$ cat config.mk
export PLATFORM = sky130hd
export DESIGN_NAME = adsr_envelope_generator
export DESIGN_NICKNAME = d
export VERILOG_FILES = /design/src/rtl/core/adsr_pkg.sv /design/src/rtl/core/adsr_step_logic.sv /design/src/rtl/core/adsr_envelope_generator.sv
export SDC_FILE = /design/constraint.sdc
export NUM_CORES = 1
export LEC_CHECK = 0
export BUFFER_PORTS_ARGS = -buffer_cell sky130_fd_sc_hd__clkbuf_2
export CORE_MARGIN = 2
export CORE_UTILIZATION = 57
export DETAILED_ROUTE_END_ITERATION = 16
export PLACE_DENSITY = 0.77
export SYNTH_ARGS = -nofsm -noshare
export SYNTH_HDL_FRONTEND = slang
export SYNTH_SLANG_ARGS = --single-unit
$ cat constraint.sdc
create_clock -name clk -period 16.97 [get_ports clk]
set_input_delay 1.697 -clock clk [delete_from_list [all_inputs] [get_ports clk]]
set_output_delay 1.697 -clock clk [all_outputs]
set_load 0.1 [all_outputs]
$ cat src/rtl/core/adsr_pkg.sv
package adsr_pkg;

    // Output field widths
    localparam int LEVEL_OUT_W = 12;
    localparam int PHASE_W     = 3;
    localparam int SUSTAIN_W   = 12;
    localparam int COEF_W      = 16;
    localparam int CFG_INDEX_W = 1;
    localparam int CFG_DATA_W  = 16;
    localparam int IN_TDATA_W  = 8;
    localparam int OUT_TDATA_W = 16;

    // Sustain default is half scale, coefficient default about 0.999
    localparam logic [SUSTAIN_W-1:0] SUSTAIN_RESET = 12'd2048;
    localparam logic [COEF_W-1:0]    COEF_RESET    = 16'd65470;

    typedef enum logic [PHASE_W-1:0] {
        PH_OFF     = 3'd0,
        PH_ATTACK  = 3'd1,
        PH_DECAY   = 3'd2,
        PH_SUSTAIN = 3'd3,
        PH_RELEASE = 3'd4
    } phase_t;

    typedef enum logic [CFG_INDEX_W-1:0] {
        REG_SUSTAIN    = 1'b0,
        REG_DECAY_COEF = 1'b1
    } cfg_reg_t;

    // Phase and activity travel together between the step logic and the top
    typedef struct packed {
        phase_t phase;
        logic   active;
    } adsr_ctrl_t;

    // Integer bits cover the attack target (1.2 x full scale) and the sustain field
    function automatic int level_width(input int pwm_length, input int frac_bits);
        int target_int;
        int int_w;
        target_int = (pwm_length * 6) / 5;
        int_w = $clog2(target_int + 1);
        if (int_w < LEVEL_OUT_W)
            int_w = LEVEL_OUT_W;
        return int_w + frac_bits;
    endfunction

endpackage

$ cat src/rtl/core/adsr_step_logic.sv
module adsr_step_logic #(
    parameter int PWM_LENGTH = 4096,
    parameter int FRAC_BITS  = 16,
    parameter int LEVEL_W    = 29
) (
    input  logic                              gate_on,
    input  logic [LEVEL_W-1:0]                level,
    input  adsr_pkg::adsr_ctrl_t              ctrl,
    input  logic [adsr_pkg::SUSTAIN_W-1:0]    sustain_level,
    input  logic [adsr_pkg::COEF_W-1:0]       decay_coefficient,
    output logic [LEVEL_W-1:0]                level_next,
    output adsr_pkg::adsr_ctrl_t              ctrl_next
);
    import adsr_pkg::*;

    localparam int TARGET_INT = (PWM_LENGTH * 6) / 5;
    localparam logic [LEVEL_W-1:0] TARGET   = LEVEL_W'(TARGET_INT) << FRAC_BITS;
    localparam logic [LEVEL_W-1:0] TOP      = LEVEL_W'(PWM_LENGTH - 1) << FRAC_BITS;
    localparam logic [LEVEL_W-1:0] ONE      = LEVEL_W'(1) << FRAC_BITS;
    localparam logic [LEVEL_W:0]   ONE_HALF = (LEVEL_W + 1)'(3) << (FRAC_BITS - 1);

    logic [LEVEL_W-1:0]        sus;
    logic [LEVEL_W-1:0]        mul_operand;
    logic [LEVEL_W+COEF_W-1:0] product;
    logic [LEVEL_W-1:0]        scaled;
    logic [LEVEL_W-1:0]        attack_level;
    logic [LEVEL_W-1:0]        decay_level;

    assign sus = LEVEL_W'(sustain_level) << FRAC_BITS;

    // One shared multiplier: distance to target, distance to sustain, or level
    always_comb
    begin
        mul_operand = level;
        if (gate_on)
        begin
            case (ctrl.phase)
                PH_ATTACK: mul_operand = TARGET - level;
                PH_DECAY:  mul_operand = level - sus;
                default:   mul_operand = level;
            endcase
        end
    end

    assign product = (LEVEL_W + COEF_W)'(mul_operand) * (LEVEL_W + COEF_W)'(decay_coefficient);
    assign scaled  = product[LEVEL_W+COEF_W-1:COEF_W];

    assign attack_level = (level >= TARGET) ? TARGET : TARGET - scaled;
    assign decay_level  = (level > sus) ? sus + scaled : level;

    // Phase transitions and level update for one tick
    always_comb
    begin
        level_next = level;
        ctrl_next  = ctrl;
        if (gate_on)
        begin
            ctrl_next.active = 1'b1;
            case (ctrl.phase)
                PH_ATTACK:
                begin
                    level_next = attack_level;
                    if (attack_level >= TOP)
                    begin
                        level_next      = TOP;
                        ctrl_next.phase = PH_DECAY;
                    end
                end
                PH_DECAY:
                begin
                    level_next = decay_level;
                    if ({1'b0, decay_level} <= ({1'b0, sus} + ONE_HALF))
                    begin
                        level_next      = sus;
                        ctrl_next.phase = PH_SUSTAIN;
                    end
                end
                PH_SUSTAIN: level_next = sus;
                default:    ctrl_next.phase = PH_ATTACK;
            endcase
        end
        else if (level != '0)
        begin
            ctrl_next.phase = PH_RELEASE;
            level_next      = (level > ONE) ? scaled : '0;
        end
        else
        begin
            ctrl_next.phase  = PH_OFF;
            ctrl_next.active = 1'b0;
        end
    end

endmodule

$ cat src/rtl/core/adsr_envelope_generator.sv
// Each accepted tick's result is registered in the output register and shown on m_axis.
// Throughput: one tick per cycle; the level/phase update is a single pass through
// one multiplier between the state registers, and the output register lets a new
// tick in while the previous result waits, as long as m_axis_tready is high.
// Reset (rst_n low, asynchronous): level 0, phase off, inactive, registers at
// sustain 2048 and coefficient 65470, no result pending.
module adsr_envelope_generator #(
    parameter int PWM_LENGTH = 4096,
    parameter int FRAC_BITS  = 16
) (
    input  logic                                clk,
    input  logic                                rst_n,
    // tick input
    input  logic                                s_axis_tvalid,
    output logic                                s_axis_tready,
    input  logic [adsr_pkg::IN_TDATA_W-1:0]     s_axis_tdata,   // [0] gate_on, rest zero
    // envelope output
    output logic                                m_axis_tvalid,
    input  logic                                m_axis_tready,
    output logic [adsr_pkg::OUT_TDATA_W-1:0]    m_axis_tdata,   // [11:0] level, [14:12] phase,
                                                                // [15] active
    // register writes
    input  logic                                cfg_valid,
    output logic                                cfg_ready,
    input  logic [adsr_pkg::CFG_INDEX_W-1:0]    cfg_index,
    input  logic [adsr_pkg::CFG_DATA_W-1:0]     cfg_data
);
    import adsr_pkg::*;

    localparam int LEVEL_W = level_width(PWM_LENGTH, FRAC_BITS);

    logic [LEVEL_W-1:0]         level_reg;
    logic [LEVEL_W-1:0]         level_next;
    adsr_ctrl_t                 ctrl_reg;
    adsr_ctrl_t                 ctrl_next;
    logic [SUSTAIN_W-1:0]       sustain_reg;
    logic [COEF_W-1:0]          coef_reg;
    logic                       out_valid_reg;
    logic [OUT_TDATA_W-1:0]     out_data_reg;
    logic                       in_fire;

    // Output register frees up when empty or being drained
    assign s_axis_tready = !out_valid_reg || m_axis_tready;
    assign in_fire       = s_axis_tvalid && s_axis_tready;
    assign cfg_ready     = 1'b1;

    adsr_step_logic #(
        .PWM_LENGTH (PWM_LENGTH),
        .FRAC_BITS  (FRAC_BITS),
        .LEVEL_W    (LEVEL_W)
    ) u_step (
        .gate_on           (s_axis_tdata[0]),
        .level             (level_reg),
        .ctrl              (ctrl_reg),
        .sustain_level     (sustain_reg),
        .decay_coefficient (coef_reg),
        .level_next        (level_next),
        .ctrl_next         (ctrl_next)
    );

    // Configuration registers
    always_ff @(posedge clk or negedge rst_n)
    begin
        if (!rst_n)
        begin
            sustain_reg <= SUSTAIN_RESET;
            coef_reg    <= COEF_RESET;
        end
        else if (cfg_valid && cfg_ready)
        begin
            if (cfg_index == REG_SUSTAIN)
                sustain_reg <= cfg_data[SUSTAIN_W-1:0];
            else if (cfg_index == REG_DECAY_COEF)
                coef_reg <= cfg_data[COEF_W-1:0];
        end
    end

    // Envelope state, advanced once per accepted tick
    always_ff @(posedge clk or negedge rst_n)
    begin
        if (!rst_n)
        begin
            level_reg <= '0;
            ctrl_reg  <= '{phase: PH_OFF, active: 1'b0};
        end
        else if (in_fire)
        begin
            level_reg <= level_next;
            ctrl_reg  <= ctrl_next;
        end
    end

    // Output valid
    always_ff @(posedge clk or negedge rst_n)
    begin
        if (!rst_n)
            out_valid_reg <= 1'b0;
        else if (in_fire)
            out_valid_reg <= 1'b1;
        else if (m_axis_tready)
            out_valid_reg <= 1'b0;
    end

    // Output payload
    always_ff @(posedge clk)
    begin
        if (in_fire)
            out_data_reg <= {ctrl_next.active, ctrl_next.phase,
                             level_next[FRAC_BITS +: LEVEL_OUT_W]};
    end

    assign m_axis_tvalid = out_valid_reg;
    assign m_axis_tdata  = out_data_reg;

endmodule

==> flow_metrics.tcl, run 1 <==
set metrics [dict create \
    skew_ns 0.0134 \
    ios 49 \
    yosysUniqueCellTypes 86 \
    ctsResizeCount 0 \
    yosysSeqAreaShare_pct 9.52 \
    placed_cells 2973 \
    synthArstFlopShare_pct 79.5 \
    largest_reg_flops 29 \
    yosys_warnings 0 \
    ys.flop_type "dfrtp_1" \
    clock_latency_ns 0.38 \
    syn_inst 2536 \
    drt-wirelength-per-cell_um 20.2 \
    syn2layout_area_growth_pct 4.05 \
    min_path_type "reg2reg" \
    synthAdderAreaFrac_pct 44.0 \
    cts_hold_buf 0 \
    cts-root-buf "clkbuf_16" \
    syn_area_um2 21500 \
    timing.final.crit_share_pct 92.9 \
    yosys.area.top_type "fa_1" \
    synth_edf_count 16 \
    critPathLaunchType "register" \
    tns_ns 0 \
    yosys.area_share.xor_xnor_pct 3.12 \
    hold_violations 0 \
    slew_violations 0 \
    critical_path_class "reg2reg" \
    path_buf_inv 5 \
    drt-initial-drc-count 1407 \
    grt_pass1_vias 19141 \
    ys_ff_latch 78 \
    dieArea_um2 39400 \
    slowest_delay_ns 0.74 \
    routabilityCongestion 0.973 \
    drcViolationCount 0 \
    cts_made_buffers 9 \
    row_count 71 \
    design_area_um2 22400 \
    synth.area.top_cells "fa_1, ha_1, nand2_1" \
    clock_path_buffers 2 \
    relSlewSlack_pct 21.0 \
    die-height_um 198 \
    layout_commonest_cell "nand2_1" \
    pre_cts_ws_ns 1.55 \
    setup_viol 0 \
    grt_max_degree 63 \
    max-cap-violations 0 \
    antenna_found_initial 0 \
    synthSimpleGateAreaFrac_pct 20.0 \
    grt_overflow 0 \
    period_minus_slack_ns 15.77 \
    synth-compound-area-share_pct 13.6 \
    synth_nets 3097 \
    fin_ws_ns 1.20 \
    synth_top_family_by_area "adder cells" \
    crit_fanout 19 \
    synth_top_area_share_pct 35.0 \
    vias 18396 \
    syn_avg_cell_area_um2 8.50 \
    grt_usage_pct 32.2 \
    die_x_um 198 \
    core_area_um2 37500 \
    timing.fmax_mhz 63.4 \
    postRouteAntennaNets 0 \
    cp.required_ns 17.22 \
    grt_setup_unrepaired "false" \
    endpoint_kind "register" \
    n_antenna_cell 0 \
    drive_above_1_share_pct 6.46 \
    mostFrequentLayoutCells "nand2_1, fa_1, inv_1" \
    wirelength_um 60300 \
    stdcell_count 2989 \
    worstPathArrival_ns 16.02 \
    initial_core_util_pct 57.5 \
    tightest_slew_ns 1.19 \
    routed_via_density 6.15 \
    critPathSlowestCell "a211oi_1" \
    finalNetCount 3034 \
    postCtsSetupBuffers 0 \
    hpwl_um 48600 \
    clock-sinks 78 \
    first_pass_iters 6 \
    placed_area_um2 22100 \
    clk_pin_slew_worst_paths_ns 0.07 \
    port_buffers 40 \
    synthMuxAreaShare_pct 1.61 \
    outcome "finished clean" \
    cts_max_level 3 \
    cp_top_family "compound AO/OA/AOI/OAI gates" \
    cts_tree "done" \
    timing.critical_path.mode_cell "fa_1" \
    grt_pass1_wl_um 99400 \
]
synthesized netlist by cell type, types with 5 or more instances:
master	count
a211oi_1	6
a21o_1	32
a21oi_1	100
a221o_1	10
a22o_1	14
a22oi_1	13
a31o_2	5
a31oi_1	14
and2_1	147
and3_1	11
buf_2	5
clkbuf_1	133
dfrtp_1	47
dfstp_2	15
edfxtp_1	16
fa_1	377
ha_1	154
inv_1	318
mux2_2	25
mux2i_1	5
nand2_1	459
nand2b_1	14
nand3_1	36
nand4_1	23
nor2_1	112
nor3_1	36
nor3b_1	5
nor4_1	14
nor4b_1	7
o211a_1	8
o211ai_1	17
o21a_1	11
o21ai_0	111
o21bai_1	15
o31ai_1	26
o32ai_1	6
or2_2	8
or3_1	13
or4_1	8
xnor2_1	47
xor2_1	28
worst paths after layout:
| path | startpoint | to | slack (ns) | cells past startpoint |
|---|---|---|---|---|
| max in group asynchronous | rst_n | level_reg[0] | 14.84 | 2 |
| max reg2reg | level_reg[0] | level_reg[22] | 1.20 | 54 |
| min | ctrl_reg[0] | ctrl_reg[0] | 0.48 | 2 |
| min in group asynchronous | rst_n | coef_reg[6] | 1.53 | 2 |
| min reg2reg | ctrl_reg[0] | ctrl_reg[0] | 0.48 | 2 |
| max | level_reg[0] | level_reg[22] | 1.20 | 54 |
through the flow:
step / hold WS, ns / util (%)
5_1_grt: 0.527 / 59.8
3_5_place_dp: 0.463 / 58.9
4_1_cts: 0.480 / 59.8
3_3_place_gp: 0.459 / 58.9
6_report: 0.479 / 59.8
2_1_floorplan: 0.446 / -
layout make-up:
type,instances,area [µm²]
fillers,3340,15100
clock buffers,9,225
repair buffers,71,433
flip-flops and latches,78,2050
inverters,318,1190
multi-input cells,1995,17800
clock inverters,7,104
well taps,511,639
per-layer routing:
metal / vias to the layer above / GRT usage [%] / wire length [µm] / share of wire [%]
li1: 8151 / - / - / -
met1: 9261 / 40.9 / 23600 / 39
met2: 813 / 56.2 / 30500 / 51
met3: 171 / 3.59 / 3810 / 6.3
met4: 0 / 13.1 / 2330 / 3.9
met5: - / 0 / 0 / 0
worst reg2reg max path, delay by kind of cell (launching register included):
family          cells  cell delay, ns
mux                 1            0.28
simple gates       18            4.24
buf+inv             5            0.69
compound gates     19            4.76
flops               1            0.67
fa+ha+maj           9            4.36
xor+xnor            2            0.66
kinds of logic (layout without fill, tap and decap cells):
kind of cell,count (synthesis),after routing
AOI/OAI and AO/OA,441,441
xor gates and xnor gates,76,76
adders and majority gates,531,531
buffers and inverters,463,405
DFF,78,78
muxes,31,31
other,1,1
and+or+nand+nor,915,915
Power of run 1 is left out: the tool's default activity adds up to more than one toggle a clock period on the data nets, which glitch-free logic cannot reach.
==> run 2: changes to the inputs <==
PLACE_DENSITY = 0.74   (was 0.77)
==> run 2 against run 1 <==
Compared with the run above:
- core utilization decreased by 0.14 points
- global-route usage rose by 0.078 points
- sequential share of layout area about the same
- maximum frequency grew 1.1%
- non-clock buffer count decreased by 3
- clock skew down 0.0033 ns
- via count decreased by 1.1%
- sequential cell count is the same
- hold slack worse by 0.0018 ns
- final cell count is 0.10% lower
- design area decreased by 0.23%
- critical endpoint is now level_reg[6]
==> flow_metrics.tcl, run 2 (same netlist as run 1, synthesis figures left out) <==
set metrics [dict create \
    die-height_um 198 \
    tns_ns 0 \
    routabilityCongestion 0.966 \
    tightest_slew_ns 1.22 \
    clk_pin_slew_worst_paths_ns 0.06 \
    dieArea_um2 39400 \
    grt_max_degree 63 \
    critical_path_class "reg2reg" \
    n_antenna_cell 0 \
    grt_pass1_wl_um 99100 \
    cts-root-buf "clkbuf_16" \
    skew_ns 0.0102 \
    layout_commonest_cell "nand2_1" \
    drt-initial-drc-count 1447 \
    crit_start "level_reg[0]" \
    ctsResizeCount 0 \
    port_buffers 40 \
    critPathSlowestCell "a211oi_1" \
    max-cap-violations 0 \
    drt-wirelength-per-cell_um 20.3 \
    top_usage_layer "met2" \
    ios 49 \
    antenna_found_initial 0 \
    cts_max_level 3 \
    grt_overflow 0 \
    min-delay-start "ctrl_reg[0]" \
    grt_pass1_vias 19097 \
    die_x_um 198 \
    setup_viol 0 \
    postCtsSetupBuffers 0 \
    endpoint_kind "register" \
    min_path_type "reg2reg" \
    finalNetCount 3031 \
    largest_reg_flops 29 \
    clock_latency_ns 0.36 \
    vias 18198 \
    core_area_um2 37500 \
    met1_usage_pct 40.0 \
    wirelength_um 60600 \
    drcViolationCount 0 \
    cts_made_buffers 9 \
    clock-sinks 78 \
    initial_core_util_pct 57.5 \
    hold_violations 0 \
    drive_above_1_share_pct 6.26 \
    cts_tree "done" \
    relSlewSlack_pct 19.0 \
    routed_via_density 6.09 \
    cp.required_ns 17.25 \
    nFillCells 3300 \
    slew_violations 0 \
    grt_setup_unrepaired "false" \
    syn2layout_area_growth_pct 3.81 \
    timing.final.crit_share_pct 91.9 \
    timing.fmax_mhz 64.1 \
    row_count 71 \
    period_minus_slack_ns 15.60 \
    postRouteAntennaNets 0 \
    clock_path_buffers 2 \
    timing.critical_path.mode_cell "fa_1" \
    first_pass_iters 6 \
    met2_usage_pct 56.6 \
    hpwl_um 48600 \
    cts_hold_buf 0 \
    worstReg2RegStart "level_reg[0]" \
    outcome "finished clean" \
    slowest_delay_ns 0.73 \
    worstPathArrival_ns 15.88 \
    mostFrequentLayoutCells "nand2_1, fa_1, inv_1" \
    crit_fanout 19 \
    use_met3_pct 4.61 \
    grt_usage_pct 32.3 \
    critPathLaunchType "register" \
]
-- run 2: cell count changes in the layout (fill, tap and decap cells not counted) --
cell and change:
buf_4 -3, bufinv_16 -1, clkbuf_8 +1, clkinv_1 +2, clkinv_4 -1, clkinvlp_4 +2
inv_6 -3
-- run 2: cell type report --
cell class	count	area [µm²]	share of cell area (%)
Multi-Input combinational cell	1995	17800	79.5
Sequential cell	78	2050	9.17
Inverter	318	1190	5.34
Tap cell	511	639	2.86
Timing Repair Buffer	68	410	1.83
Clock buffer	10	239	1.07
Clock inverter	6	61.3	0.274
-- run 2: worst paths after layout --
path / slack [ns] / cells past startpoint / endpoint
hold reg to reg: 0.48 / 2 / ctrl_reg[0]
min in group asynchronous: 1.53 / 2 / level_reg[23]
hold / removal: 0.48 / 2 / ctrl_reg[0]
setup / recovery: 1.37 / 53 / level_reg[6]
max in group asynchronous: 14.85 / 2 / level_reg[14]
setup reg to reg: 1.37 / 53 / level_reg[6]
-- run 2: critical path, delay by kind of cell, from the launching register on --
| kind | cells | cell delay, ns |
|---|---|---|
| xor+xnor | 2 | 0.65 |
| compound gates | 19 | 4.97 |
| fa+ha+maj | 9 | 4.37 |
| flops | 1 | 0.64 |
| simple gates | 18 | 4.22 |
| buf+inv | 5 | 0.65 |
-- run 2: layer usage --
layer,routed length [µm],share of wire [%],vias up
met3,3890,6.4,162
met2,30300,50,749
li1,-,-,8152
met4,2650,4.4,0
met1,23700,39,9135
met5,0,0,-
-- run 2: stage by stage --
step / std cells / cell area (µm²) / setup WS (ns) / hold WS, ns / utilization (%)
2_1_floorplan: 2536 / 21500 / 4.14 / 0.446 / -
3_3_place_gp: 2970 / 22100 / 1.93 / 0.458 / 58.9
3_5_place_dp: 2970 / 22100 / 1.67 / 0.464 / 58.9
4_1_cts: 2986 / 22400 / 1.59 / 0.480 / 59.7
5_1_grt: 2986 / 22400 / 0.159 / 0.506 / 59.7
6_report: 2986 / 22400 / 1.37 / 0.477 / 59.7
Power of run 2 is left out for the same reason.
==> run 3: changes to the inputs <==
GPL_TIMING_DRIVEN = 0   (was unset)
PLACE_DENSITY = unset   (was 0.74)
PLACE_DENSITY_LB_ADDON = 0.25   (was unset)
==> run 3 against run 2 <==
Compared with the run above:
- sequential share of layout area decreased by 0.15 points
- sequential cell count stayed put
- final cell count up 4.1%
- non-clock buffer count increased by 118
- die area did not move
- wire length increased by 21%
- core utilization is 0.96 points higher
- critical path depth shrank 8
==> flow_metrics.tcl, run 3 (same netlist as run 1, synthesis figures left out) <==
set metrics [dict create \
    grt_pass1_vias 20075 \
    drive_above_1_share_pct 5.24 \
    outcome "finished clean" \
    cp.required_ns 17.22 \
    antenna_found_initial 3 \
    drt-initial-drc-count 1837 \
    mostFrequentLayoutCells "nand2_1, fa_1, inv_1" \
    critical_path_class "in2reg" \
    grt_pass1_wl_um 113000 \
    critPathSlowestCell "xnor2_1" \
    postCtsSetupBuffers 0 \
    min_path_type "reg2reg" \
    row_count 71 \
    routed_via_density 6.22 \
    tns_ns 0 \
    vias 19333 \
    syn2layout_area_growth_pct 5.49 \
    critPathLaunchType "input pin" \
    timing.critical_path.mode_cell "fa_1" \
    cts-root-buf "clkbuf_16" \
    largest_reg_flops 29 \
    port_buffers 40 \
    grt_overflow 0 \
    path_buf_inv 9 \
    skew_ns 0.0198 \
    cts_tree "done" \
    timing.fmax_mhz 61.9 \
    min-delay-start "ctrl_reg[0]" \
    period_minus_slack_ns 16.16 \
    r2r_end "level_reg[27]" \
    crit_fanout 10 \
    clock-sinks 78 \
    r2r_cells 60 \
    grt_setup_unrepaired "false" \
    die-height_um 198 \
    clock_latency_ns 0.39 \
    worstPathArrival_ns 16.42 \
    drcViolationCount 0 \
    core_area_um2 37500 \
    dieArea_um2 39400 \
    hold_end "ctrl_reg[0]" \
    endpoint_kind "register" \
    finalNetCount 3149 \
    clock_path_buffers 2 \
    max-cap-violations 0 \
    tightest_slew_ns 1.35 \
    grt_usage_pct 38.5 \
    clk_pin_slew_worst_paths_ns 0.08 \
    cts_made_buffers 9 \
    layout_commonest_cell "nand2_1" \
    slew_violations 0 \
    min_path_cells 2 \
    relSlewSlack_pct 9.63 \
    grt_max_degree 54 \
    r2r_setup_slack_ns 1.00 \
    initial_core_util_pct 57.5 \
    slowest_delay_ns 1.05 \
    die_x_um 198 \
    hpwl_um 60800 \
    routabilityCongestion 1.01 \
    wirelength_um 73100 \
    whs_ns 0.482 \
    worstReg2RegStart "level_reg[16]" \
    cp_top_family "adder cells" \
    timing.final.crit_share_pct 95.3 \
    first_pass_iters 5 \
    postRouteAntennaNets 0 \
    hold_violations 0 \
    ios 49 \
    nFillCells 3432 \
    setup_viol 0 \
    cts_max_level 3 \
    drt-wirelength-per-cell_um 23.5 \
]
==> run 3: per-layer routing <==
layer / up-vias / track usage, % / part of all wire (%)
li1: 8394 / - / -
met1: 9788 / 48.2 / 38
met2: 904 / 63.8 / 48
met3: 245 / 7.09 / 8.6
met4: 2 / 20.1 / 5.4
met5: - / 0 / 0.018
==> run 3: worst reg2reg max path: cells and delay by family, from the launching register on <==
kind                       cells  cell delay, ns
and+or+nand+nor               10            1.81
DFF                            1            0.40
adders and majority gates     11            4.62
xor gates and xnor gates       3            0.71
AOI/OAI and AO/OA             24            5.61
buffers and inverters         10            2.06
muxes                          2            0.66
==> run 3: worst max-delay path by stage <==
stage | end | startpoint | depth (start not counted) | slack [ns]
floorplan | m_axis_tdata[2] | level_reg[16] | 61 | 4.14
global placement | level_reg[27] | s_axis_tdata[0] | 46 | 0.74
detailed placement | level_reg[27] | s_axis_tdata[0] | 46 | 0.72
CTS | level_reg[27] | level_reg[16] | 60 | 0.60
global route | level_reg[27] | level_reg[16] | 63 | 0.1
finish | level_reg[27] | s_axis_tdata[0] | 45 | 0.81
==> run 3: layout make-up <==
class | instances | area (µm²) | area share (%)
multi-input combinational | 1995 | 17700 | 78.0
clock buffer | 10 | 229 | 1.01
antenna | 3 | 7.51 | 0.0330
buffer | 145 | 572 | 2.52
timing repair buffer | 41 | 230 | 1.01
clock inverter | 6 | 70.1 | 0.308
tap | 511 | 639 | 2.81
sequential | 78 | 2050 | 9.02
inverter | 318 | 1190 | 5.25
==> run 3: stage by stage <==
stage | worst slack (ns) | instance area [µm²] | std cells | util [%]
2_1_floorplan | 4.14 | 21500 | 2536 | -
3_3_place_gp | 0.738 | 22400 | 3087 | 59.7
5_1_grt | 0.0961 | 22700 | 3104 | 60.6
4_1_cts | 0.603 | 22700 | 3104 | 60.6
3_5_place_dp | 0.717 | 22400 | 3088 | 59.8
6_report | 0.805 | 22700 | 3107 | 60.6
==> run 3: timing repair <==
item,in CTS,in global routing
endpoints found under the setup margin,0,38
resized for setup,0,4
hold buffers,0,0
Power of run 3 is left out for the same reason.
